## src/mfac_pkg.sv

```systemverilog
`timescale 1ns / 1ps

package mfac_pkg;

  // Input item kinds
  localparam logic KIND_HEADER = 1'b0;
  localparam logic KIND_BODY   = 1'b1;

  localparam logic [7:0]  START_MARK     = 8'hF0;
  localparam logic [7:0]  END_MARK       = 8'h55;
  localparam logic [15:0] FRAME_OVERHEAD = 16'd9;

  // Results caused by one item, at most
  localparam int unsigned MAX_RESULTS = 9;
  localparam int unsigned CNT_W       = $clog2(MAX_RESULTS + 1);

  typedef logic [CNT_W-1:0] mfac_cnt_t;

  localparam mfac_cnt_t HDR_RESULTS    = mfac_cnt_t'(6);
  localparam mfac_cnt_t FOOTER_RESULTS = mfac_cnt_t'(3);
  localparam mfac_cnt_t ONE_RESULT     = mfac_cnt_t'(1);

  typedef struct packed {
    logic        kind;
    logic [7:0]  msg_class;
    logic [7:0]  seq_num;
    logic [7:0]  msg_type;
    logic [15:0] body_length;
    logic [7:0]  data_byte;
  } mfac_in_t;

  typedef struct packed {
    logic [7:0] out_byte;
    logic       run_last;
    logic       frame_end;
  } mfac_out_t;

endpackage

```

## src/message_framer_additive_checksum.sv

```systemverilog
`timescale 1ns / 1ps

// Channel  Direction  Handshake                   Payload
// in       input      in_valid_i / in_ready_o     in_data_i  (mfac_pkg::mfac_in_t)
// out      output     out_valid_o / out_ready_i   out_data_o (mfac_pkg::mfac_out_t)
//
// An accepted item is expanded into a short byte queue (up to 9 bytes),
// which drains into the output register at one byte per cycle unless the output stalls.
// The next item is taken in the cycle the last queued byte moves to the output register.
// Reset clears the frame state, the queue count and the output valid.
// A stalled output holds the queue; an item that gives no result is still taken.

module message_framer_additive_checksum (
  input  logic                clk_i,
  input  logic                rst_ni,
  input  logic                in_valid_i,
  output logic                in_ready_o,
  input  mfac_pkg::mfac_in_t  in_data_i,
  output logic                out_valid_o,
  input  logic                out_ready_i,
  output mfac_pkg::mfac_out_t out_data_o
);

  // Frame state
  logic        frame_open_q, frame_open_d;
  logic [15:0] bytes_left_q, bytes_left_d;
  logic [15:0] running_sum_q, running_sum_d;

  // Byte queue: slot 0 goes out next
  logic [7:0]          work_q [mfac_pkg::MAX_RESULTS];
  logic [7:0]          work_d [mfac_pkg::MAX_RESULTS];
  mfac_pkg::mfac_cnt_t cnt_q, cnt_d;
  logic                footer_q, footer_d;

  logic                out_valid_q, out_valid_d;
  mfac_pkg::mfac_out_t out_q, out_d;

  logic load_out, emit, accept;

  logic [15:0] total;
  logic [15:0] hdr_sum;
  logic [15:0] body_sum;
  logic [15:0] left_dec;

  assign load_out   = !out_valid_q || out_ready_i;
  assign emit       = load_out && (cnt_q != '0);
  assign in_ready_o = (cnt_q == '0) || (emit && (cnt_q == mfac_pkg::ONE_RESULT));
  assign accept     = in_valid_i && in_ready_o;

  assign total    = in_data_i.body_length + mfac_pkg::FRAME_OVERHEAD;
  assign hdr_sum  = {8'h00, total[7:0]} + {8'h00, total[15:8]} +
                    {8'h00, in_data_i.msg_class} + {8'h00, in_data_i.seq_num} +
                    {8'h00, in_data_i.msg_type};
  assign body_sum = running_sum_q + {8'h00, in_data_i.data_byte};
  assign left_dec = bytes_left_q - 16'd1;

  always_comb begin
    frame_open_d  = frame_open_q;
    bytes_left_d  = bytes_left_q;
    running_sum_d = running_sum_q;
    footer_d      = footer_q;
    cnt_d         = cnt_q;
    for (int i = 0; i < mfac_pkg::MAX_RESULTS; i++) begin
      work_d[i] = work_q[i];
    end

    // Advance the queue by one byte
    if (emit) begin
      for (int i = 0; i < mfac_pkg::MAX_RESULTS - 1; i++) begin
        work_d[i] = work_q[i+1];
      end
      work_d[mfac_pkg::MAX_RESULTS-1] = '0;
      cnt_d = cnt_q - mfac_pkg::ONE_RESULT;
    end

    if (accept) begin
      cnt_d    = '0;
      footer_d = 1'b0;
      if (in_data_i.kind == mfac_pkg::KIND_HEADER) begin
        work_d[0] = mfac_pkg::START_MARK;
        work_d[1] = total[7:0];
        work_d[2] = total[15:8];
        work_d[3] = in_data_i.msg_class;
        work_d[4] = in_data_i.seq_num;
        work_d[5] = in_data_i.msg_type;
        work_d[6] = hdr_sum[7:0];
        work_d[7] = hdr_sum[15:8];
        work_d[8] = mfac_pkg::END_MARK;
        if (in_data_i.body_length == 16'd0) begin
          // Empty body: close the frame right away
          cnt_d         = mfac_pkg::HDR_RESULTS + mfac_pkg::FOOTER_RESULTS;
          footer_d      = 1'b1;
          frame_open_d  = 1'b0;
          bytes_left_d  = '0;
          running_sum_d = '0;
        end else begin
          cnt_d         = mfac_pkg::HDR_RESULTS;
          frame_open_d  = 1'b1;
          bytes_left_d  = in_data_i.body_length;
          running_sum_d = hdr_sum;
        end
      end else if (frame_open_q) begin
        work_d[0] = in_data_i.data_byte;
        work_d[1] = body_sum[7:0];
        work_d[2] = body_sum[15:8];
        work_d[3] = mfac_pkg::END_MARK;
        if (left_dec == 16'd0) begin
          cnt_d         = mfac_pkg::ONE_RESULT + mfac_pkg::FOOTER_RESULTS;
          footer_d      = 1'b1;
          frame_open_d  = 1'b0;
          bytes_left_d  = '0;
          running_sum_d = '0;
        end else begin
          cnt_d         = mfac_pkg::ONE_RESULT;
          bytes_left_d  = left_dec;
          running_sum_d = body_sum;
        end
      end
      // Body byte outside a frame: drop it
    end
  end

  always_comb begin
    out_valid_d = out_valid_q;
    out_d       = out_q;
    if (load_out) begin
      out_valid_d     = (cnt_q != '0);
      out_d.out_byte  = work_q[0];
      out_d.run_last  = (cnt_q == mfac_pkg::ONE_RESULT);
      out_d.frame_end = footer_q && (cnt_q == mfac_pkg::ONE_RESULT);
    end
  end

  always_ff @(posedge clk_i or negedge rst_ni) begin
    if (!rst_ni) begin
      frame_open_q  <= 1'b0;
      bytes_left_q  <= '0;
      running_sum_q <= '0;
      cnt_q         <= '0;
      footer_q      <= 1'b0;
      out_valid_q   <= 1'b0;
    end else begin
      frame_open_q  <= frame_open_d;
      bytes_left_q  <= bytes_left_d;
      running_sum_q <= running_sum_d;
      cnt_q         <= cnt_d;
      footer_q      <= footer_d;
      out_valid_q   <= out_valid_d;
    end
  end

  always_ff @(posedge clk_i) begin
    for (int i = 0; i < mfac_pkg::MAX_RESULTS; i++) begin
      work_q[i] <= work_d[i];
    end
    out_q <= out_d;
  end

  assign out_valid_o = out_valid_q;
  assign out_data_o  = out_q;

  function automatic mfac_pkg::mfac_cnt_t mfac_cnt_max();
    return mfac_pkg::mfac_cnt_t'(mfac_pkg::MAX_RESULTS);
  endfunction

  a_cnt_range: assert property (@(posedge clk_i) disable iff (!rst_ni)
    cnt_q <= mfac_cnt_max())
    else $error("queue count above the result limit");

  a_closed_clean: assert property (@(posedge clk_i) disable iff (!rst_ni)
    !frame_open_q |-> (bytes_left_q == '0) && (running_sum_q == '0))
    else $error("closed frame left stale state");

  a_end_byte: assert property (@(posedge clk_i) disable iff (!rst_ni)
    out_valid_q && out_q.frame_end |-> out_q.run_last && (out_q.out_byte == mfac_pkg::END_MARK))
    else $error("frame end without end byte or run end");

  a_hdr_queue: assert property (@(posedge clk_i) disable iff (!rst_ni)
    accept && (in_data_i.kind == mfac_pkg::KIND_HEADER) |=>
      (work_q[0] == mfac_pkg::START_MARK) &&
      ((cnt_q == mfac_pkg::HDR_RESULTS) ||
       (cnt_q == mfac_pkg::HDR_RESULTS + mfac_pkg::FOOTER_RESULTS)))
    else $error("header did not load a start byte");

  a_open_left: assert property (@(posedge clk_i) disable iff (!rst_ni)
    frame_open_q |-> (bytes_left_q != '0))
    else $error("open frame expects no body bytes");

endmodule

```

## config.mk

```make
export PLATFORM = sky130hd
export DESIGN_NAME = message_framer_additive_checksum
export DESIGN_NICKNAME = d
export VERILOG_FILES = /design/src/mfac_pkg.sv /design/src/message_framer_additive_checksum.sv
export SDC_FILE = /design/constraint.sdc
export NUM_CORES = 1
export LEC_CHECK = 0
export BUFFER_PORTS_ARGS = -buffer_cell sky130_fd_sc_hd__buf_4
export CAP_MARGIN = 40
export CORE_UTILIZATION = 65
export DETAILED_ROUTE_END_ITERATION = 8
export GPL_TIMING_DRIVEN = 0
export PLACE_DENSITY = 0.86
export SLEW_MARGIN = 40
export SYNTH_ARGS = -nofsm -noshare
export SYNTH_HDL_FRONTEND = slang
export SYNTH_SLANG_ARGS = --single-unit
```

## constraint.sdc

```tcl
create_clock -name clk_i -period 7.7 [get_ports clk_i]
set_input_delay 1.54 -clock clk_i [delete_from_list [all_inputs] [get_ports clk_i]]
set_output_delay 1.54 -clock clk_i [all_outputs]
set_load 0.01 [all_outputs]
```

==> results of run 1 <==
## sequential cells by signal, summed over array words and instances, names as in the netlist
| signal | count |
|---|---|
| out_valid_o | 1 |
| work_q | 72 |
| bytes_left_q | 16 |
| running_sum_q | 16 |
| cnt_q | 4 |
| footer_q | 1 |
| out_data_o | 10 |
| frame_open_q | 1 |
## metal layers
| layer | vias to the layer above | share of wire, % | track usage, % |
|---|---|---|---|
| met5 | - | 0 | 0 |
| met4 | 0 | 4.9 | 17.6 |
| met3 | 112 | 12 | 11.5 |
| met2 | 519 | 44 | 61.5 |
| met1 | 3341 | 39 | 52.2 |
| li1 | 3288 | - | - |
## cells in the final DEF, fill, tap and decap left out, drive strengths merged, types with 4 or more instances in the layout
| cell | netlist | layout |
|---|---|---|
| a21boi | 4 | 4 |
| a21o | 5 | 5 |
| a21oi | 34 | 34 |
| a221oi | 5 | 5 |
| a22oi | 6 | 6 |
| a31oi | 36 | 36 |
| a32oi | 7 | 7 |
| and2 | 7 | 7 |
| and3 | 21 | 21 |
| buf | 13 | 77 |
| clkbuf | 37 | 61 |
| clkinv | 0 | 5 |
| dfrtp | 39 | 39 |
| dfxtp | 72 | 72 |
| edfxtp | 10 | 10 |
| fa | 24 | 24 |
| ha | 25 | 25 |
| inv | 81 | 81 |
| mux2i | 16 | 16 |
| nand2 | 173 | 173 |
| nand2b | 7 | 7 |
| nand3 | 14 | 14 |
| nand4 | 8 | 8 |
| nor2 | 62 | 62 |
| nor2b | 6 | 6 |
| nor3 | 15 | 15 |
| nor4 | 7 | 7 |
| o211ai | 6 | 6 |
| o21a | 12 | 12 |
| o21ai | 45 | 45 |
| o221ai | 5 | 5 |
| o22a | 4 | 4 |
| o22ai | 12 | 12 |
| or3 | 5 | 5 |
| or4 | 4 | 4 |
| xnor2 | 18 | 18 |
| xor2 | 19 | 19 |
## where the power goes
part	internal [mW]	switching (mW)
sequential	0.871	0.163
clock	0.474	0.286
combinational	0.504	0.794
## logic make-up (layout without fill, tap and decap cells)
family          after synthesis  after routing  synth area share [%]
xor+xnor                     37             37                  4.33
buf+inv                     131            227                  7.19
mux                          17             17                  2.29
simple gates                340            340                  20.7
compound gates              207            207                  18.6
fa+ha+maj                    49             49                  10.6
flops                       121            121                  36.3
## critical path, stage by stage
cell	delay [ns]
buf_4	0.15
and3_1	0.20
o21ai_0	0.25
nor2_1	0.14
and4_1	0.25
nand2_1	0.09
xor2_1	0.37
fa_1	0.49
inv_1	0.07
ha_1	0.25
nor2b_1	0.14
o21ai_0	0.20
a21boi_0	0.19
o21a_1	0.23
o41ai_1	0.34
xor2_1	0.36
o311ai_0	0.17
## Yosys cell counts, types with 7 or more instances
master    number
nor2_1        62
a31oi_1       36
xnor2_1       18
edfxtp_1      10
nand2b_1       7
o21ai_0       41
clkbuf_1      37
fa_1          24
a32oi_1        7
o21a_1        11
inv_1         81
nor3_1        14
dfxtp_1       72
xor2_1        19
mux2i_1       16
and2_1         7
nand4_1        8
a21oi_1       34
ha_1          25
nand3_1       14
dfrtp_1       39
nor4_1         7
o22ai_1       12
nand2_1      173
and3_1        21
## worst max-delay path by stage
stage | start | end | slack [ns] | cells after the start
2_1_floorplan | in_data_i[27] | running_sum_q[9] | 2.69 | 15
5_1_grt | in_data_i[8] | running_sum_q[9] | 2.27 | 17
3_5_place_dp | in_data_i[27] | running_sum_q[9] | 2.18 | 16
4_1_cts | in_data_i[8] | running_sum_q[9] | 2.63 | 17
6_report | in_data_i[8] | running_sum_q[9] | 2.54 | 17
3_3_place_gp | in_data_i[27] | running_sum_q[9] | 2.29 | 16
## area by class of cell
class                           count  share of cell area [%]
Timing Repair Buffer               64                    5.52
Tap cell                          140                    2.01
Sequential cell                   121                    31.2
Multi-Input combinational cell    650                    48.6
Clock buffer                       24                    5.65
Buffer                             50                    2.69
Clock inverter                      8                   0.804
Inverter                           81                    3.49
==> flow_summary_export.csv, run 1 <==
group,metric,value,unit
clocking,clock_latency,0.43,ns
logic_synthesis,synth_top_area_share,19.3,%
routing,ant_nets,0,
clocking,cts.clk_slew.worst_paths,0.06,ns
sta,period_needed,5.16,ns
placement,place_congestion,1.01,
logic_synthesis,synth_area,7490,um2
logic_synthesis,synthTopCellsByArea,"dfxtp_1 19%, dfrtp_1 13%, nand2_1 8.7%",
logic_synthesis,synth_edf_count,10,
critical_path,worst_ep_required_time,7.97,ns
sta,layout_setup_ws,2.54,ns
sta,clock_skew,0.00729,ns
routing,drc,0,
routing,num_vias,7260,
placement,pre_cts_slack,2.18,ns
logic_synthesis,synth_cell_type_count,71,
placement,postPlaceCellArea,8140,um2
die,io_pins,65,
logic_synthesis,ys.flop_type,"dfxtp_1",
sta,hold_viol_final,0,
die,start_util,67.9,%
sta,fin_setup_tns,0,ns
routing,viasPerCell,6.38,
clocking,cts_sinks,121,
clocking,clockRootBuffer,"clkbuf_16",
critical_path,r2r_start,"bytes_left_q[0]",
job,maxCapViolCount,0,
logic_synthesis,synth_warnings,0,
sta,max_freq,0.194,GHz
placement,io_buffer_count,64,
grt,grt_pass1_vias,6805,
die,core_area,11000,um2
min_path,hold_path.class,"reg2reg",
final_layout,design_area,8710,um2
placement,post-place-cells,1106,
logic_synthesis,synth-seq-area-share,36.3,%
sta,slew_viol_final,0,
grt,antenna_found_initial,0,
die,num_rows,38,
critical_path,rr_worst_depth,12,
outcome,outcome,"finished, final reports clean",
sta,whs,0.437,ns
sta,setup_viol,0,
clocking,cts_tree,"done",
final_layout,antenna_cells,0,
critical_path,endpoint_kind,"register",
final_layout,synthToLayoutAreaGrowth,16.3,%
min_path,hp-start,"work_q[0][6]",
grt,grt_overflow,0,
critical_path,reg2reg_slack,4.18,ns
grt,grtUsageTotal,39.9,%
logic_synthesis,postSynthNetCount,1004,
power_and_ir_drop,peakVddDrop,0.000316,V
final_layout,fin_util,79.0,%
power_and_ir_drop,p_leak,3.81,nW
final_layout,nets,1087,
critical_path,arrival,5.43,ns
power_and_ir_drop,powerDensity,355,nW/um2
logic_synthesis,ys_ff_latch,121,
routing,dr.first_iter.drc_count,841,
logic_synthesis,syn_inst,902,
final_layout,final_cells,1138,
clocking,h-tree-depth,4,
clocking,postCtsSetupBuffers,0,
final_layout,multi_input_area,4240,um2
final_layout,layout-drive-gt1-share,11.3,%
min_path,holdPathStages,0,
logic_synthesis,async_flop_share,32.2,%
clocking,numCtsBuffers,17,
grt,grt_max_degree,40,
sta,rsz0062_at_grt,"false",
routing,wl,22.5,mm
die,die_w,109,um
sta,post-route-period-util,67.0,%
power_and_ir_drop,total_power,3.09,mW
die,dieArea,11900,um2
clocking,cts_resized,0,
clocking,ctsHoldBuffers,0,
sta,slew_headroom,45.7,%
placement,dp_hpwl,16.3,mm
routing,detail_route.wl_per_cell,19.7,um
final_layout,seq_area,2720,um2
logic_synthesis,syn_area_per_cell,8.30,um2
grt,grt_first_pass_wirelength,35.3,mm
sta,worst_pin_slew,0.811,ns
final_layout,fillers,780,
routing,dr.pass1.iters,6,
critical_path,crit_fanout,5,
critical_path,r2r-end,"running_sum_q[2]",
clocking,clockBufferDepth,2,
min_path,whs_endpoint,"out_data_o[8]",
die,die_h,109,um
critical_path,path_class,"in2reg",
logic_synthesis,synth_top_area_cell,"dfxtp_1",
critical_path,start_kind,"primary input",
Power figures use the tool's default switching activity.
==> inputs of run 2 (changes only) <==
--- a/config.mk
+++ b/config.mk
@@ -5,12 +5,13 @@
 export SDC_FILE = /design/constraint.sdc
 export NUM_CORES = 1
 export LEC_CHECK = 0
+export ABC_AREA = 1
 export BUFFER_PORTS_ARGS = -buffer_cell sky130_fd_sc_hd__buf_4
 export CAP_MARGIN = 40
-export CORE_UTILIZATION = 65
+export CORE_UTILIZATION = 55
 export DETAILED_ROUTE_END_ITERATION = 8
 export GPL_TIMING_DRIVEN = 0
-export PLACE_DENSITY = 0.86
+export PLACE_DENSITY = 0.77
 export SLEW_MARGIN = 40
 export SYNTH_ARGS = -nofsm -noshare
 export SYNTH_HDL_FRONTEND = slang
==> constraint.sdc (replaced) <==
create_clock -name clk_i -period 4.46 [get_ports clk_i]
set_input_delay 0.892 -clock clk_i [delete_from_list [all_inputs] [get_ports clk_i]]
set_output_delay 0.892 -clock clk_i [all_outputs]
set_load 0.01 [all_outputs]
==> run 2 against run 1 <==
Compared with the run above:
- sequential cell count unchanged
- final cell count increased by 21%
- combinational power up 95%
- via count rose by 4.8%
- largest cell class unchanged
- sequential share of layout area fell by 1.8 points
- critical path depth did not move
- die area grew 25%
- synthesized area is 6.2% higher
- setup slack worse by 2.2 ns
- synthesized cell count rose by 23%
- first-iteration DRC count decreased by 15%
==> flow_summary_export.csv, run 2 <==
group,metric,value,unit
critical_path,endpoint_kind,"register",
placement,dp_hpwl,17.6,mm
die,die_h,122,um
clocking,cts_resized,0,
logic_synthesis,synth-seq-area-share,34.2,%
routing,wl,23.1,mm
power_and_ir_drop,peakVddDrop,0.000320,V
critical_path,crit_fanout,3,
grt,grt_pass1_vias,7229,
critical_path,path_class,"in2reg",
logic_synthesis,async_flop_share,32.2,%
sta,clock_skew,0.00840,ns
critical_path,rr_worst_depth,9,
placement,place_congestion,0.969,
logic_synthesis,synth_area,7950,um2
critical_path,r2r-end,"work_q[0][57]",
die,core_area,14000,um2
min_path,whs_endpoint,"out_data_o[9]",
grt,antenna_found_initial,0,
critical_path,r2r_start,"out_valid_o",
logic_synthesis,synth_top_family_by_area,"simple AND/OR/NAND/NOR gates",
logic_synthesis,synthSimpleGateAreaFrac,26.7,%
die,io_pins,65,
clocking,clock_latency,0.42,ns
sta,slew_headroom,57.4,%
die,start_util,56.8,%
routing,detail_route.wl_per_cell,16.8,um
die,die_w,122,um
sta,hold_viol_final,0,
power_and_ir_drop,powerDensity,626,nW/um2
logic_synthesis,postSynthNetCount,1209,
placement,pre_cts_slack,-0.0770,ns
logic_synthesis,yosysMostFrequentCell,"nand2_1",
sta,slew_viol_final,0,
critical_path,arrival,4.46,ns
sta,worst_pin_slew,0.640,ns
placement,io_buffer_count,62,
routing,dr.pass1.iters,5,
clocking,h-tree-depth,4,
final_layout,fin_util,66.1,%
clocking,postCtsSetupBuffers,0,
logic_synthesis,synth_top_area_cell,"dfxtp_1",
die,num_rows,43,
critical_path,start_kind,"primary input",
final_layout,layout-drive-gt1-share,13.1,%
critical_path,reg2reg_slack,1.97,ns
final_layout,top_register,"work_q",
logic_synthesis,synthMuxAreaShare,0.252,%
logic_synthesis,synth_edf_count,10,
final_layout,antenna_cells,0,
final_layout,synthToLayoutAreaGrowth,16.3,%
sta,layout_setup_ws,0.310,ns
routing,drc,0,
grt,grt_first_pass_wirelength,36.8,mm
final_layout,layout_common_cells,"293 x nand2_1, 179 x inv_1, 109 x nor2_1",
min_path,hp-start,"work_q[0][7]",
clocking,ctsHoldBuffers,0,
final_layout,nets,1290,
clocking,cts_sinks,121,
sta,post-route-period-util,93.1,%
clocking,clockBufferDepth,2,
logic_synthesis,syn_area_per_cell,7.18,um2
outcome,outcome,"finished, final reports clean",
sta,period_needed,4.15,ns
clocking,numCtsBuffers,17,
critical_path,worst_ep_required_time,4.77,ns
power_and_ir_drop,total_power,5.79,mW
grt,grt_max_degree,40,
logic_synthesis,ys.flop_type,"dfxtp_1",
logic_synthesis,synth-compound-area-share,13.8,%
logic_synthesis,synth_xor_area_share,3.73,%
routing,drt-met1-wl,9.62,mm
final_layout,final_common_cell,"nand2_1",
grt,grtUsageTotal,32.9,%
routing,num_vias,7605,
routing,ant_nets,0,
clocking,cts_tree,"done",
sta,whs,0.432,ns
power_and_ir_drop,p_leak,4.64,nW
final_layout,biggestRegsByFlops,"work_q (72), bytes_left_q (16), running_sum_q (16)",
min_path,hold_path.class,"reg2reg",
sta,setup_viol,0,
sta,max_freq,0.241,GHz
logic_synthesis,syn_inst,1107,
clocking,clockRootBuffer,"clkbuf_16",
grt,grt_overflow,0,
logic_synthesis,synthTopCellsByCount,"293 x nand2_1, 179 x inv_1, 109 x nor2_1, 72 x dfxtp_1, 52 x o21ai_0",
min_path,holdPathStages,0,
job,maxCapViolCount,0,
routing,highest_layer,"met4",
clocking,cts.clk_slew.worst_paths,0.06,ns
critical_path,crit_start,"in_data_i[41]",
sta,rsz0062_at_grt,"false",
logic_synthesis,synth_cell_type_count,51,
logic_synthesis,yosys.area_share.adder,9.98,%
final_layout,design_area,9250,um2
logic_synthesis,ys_ff_latch,121,
routing,dr.first_iter.drc_count,715,
routing,wl_met3,1.68,mm
routing,viasPerCell,5.51,
logic_synthesis,synth_top_area_share,18.1,%
placement,postPlaceCellArea,8640,um2
routing,route.met2.wl,10.5,mm
die,dieArea,14900,um2
logic_synthesis,synthTopCellsByArea,"dfxtp_1 18%, nand2_1 14%, dfrtp_1 12%",
final_layout,largest_reg_flops,72,
logic_synthesis,synth_warnings,0,
run 2: cell types whose count changed after synthesis, sizes merged, moves of 11 or more:
cell    before  now
inv         81  185
clkbuf      37   22
mux2i       16    2
nor2        62  119
xnor2       18    4
a31oi       36   25
nand2      173  302
a21oi       34   49
o21a        12    1
nand3       14   43
and3        21    0
run 2: metrics by stage:
stage                     setup TNS [ns]  std cells
after floorplan                        0       1107
after global placement           -0.0589       1349
after detailed placement          -0.178       1349
after CTS                              0       1381
after global routing                   0       1381
final                                  0       1381
run 2: cell families after synthesis:
logic type,Yosys count
AND/OR/NAND/NOR,501
buffers and inverters,226
AO/OA/AOI/OAI,175
flip-flops,121
adder cells (fa/ha/maj),49
XOR/XNOR,33
multiplexers,2
run 2: area by class of cell:
type	count	area [um2]
multi-input combinational	760	4330
tap	180	225
buffer	41	211
clock inverter	13	164
clock buffer	19	443
inverter	185	694
sequential	121	2720
fill	1220	4740
timing repair buffer	62	465
run 2: layer usage:
layer  track usage [%]  vias up
li1                  -     3680
met1              42.0     3503
met2              51.4      348
met3              6.18       74
met4              20.4        0
met5                 0        -
run 2: worst max-delay path, cell delays in order:
cell and delay, ns:
buf_4 0.11, inv_1 0.10, fa_1 0.47, fa_1 0.52, fa_1 0.48, inv_1 0.07
ha_1 0.18, inv_1 0.06, fa_1 0.39, o21ai_0 0.43, nand2_1 0.09, nand2_1 0.07
nand2_1 0.06, nand3_1 0.07, nand2_1 0.15, a21oi_1 0.22, a21boi_1 0.09
run 2: power breakdown:
group / switching (mW) / internal, mW / leakage, nW
clock: 0.534 / 0.900 / 0.300
combinational: 1.60 / 0.937 / 3.18
sequential: 0.273 / 1.55 / 1.16
total: 2.40 / 3.38 / 4.64
run 2: worst max path at each step:
stage	end
6_report	running_sum_q[7]
5_1_grt	running_sum_q[10]
4_1_cts	running_sum_q[7]
3_5_place_dp	running_sum_q[7]
3_3_place_gp	running_sum_q[7]
2_1_floorplan	running_sum_q[9]
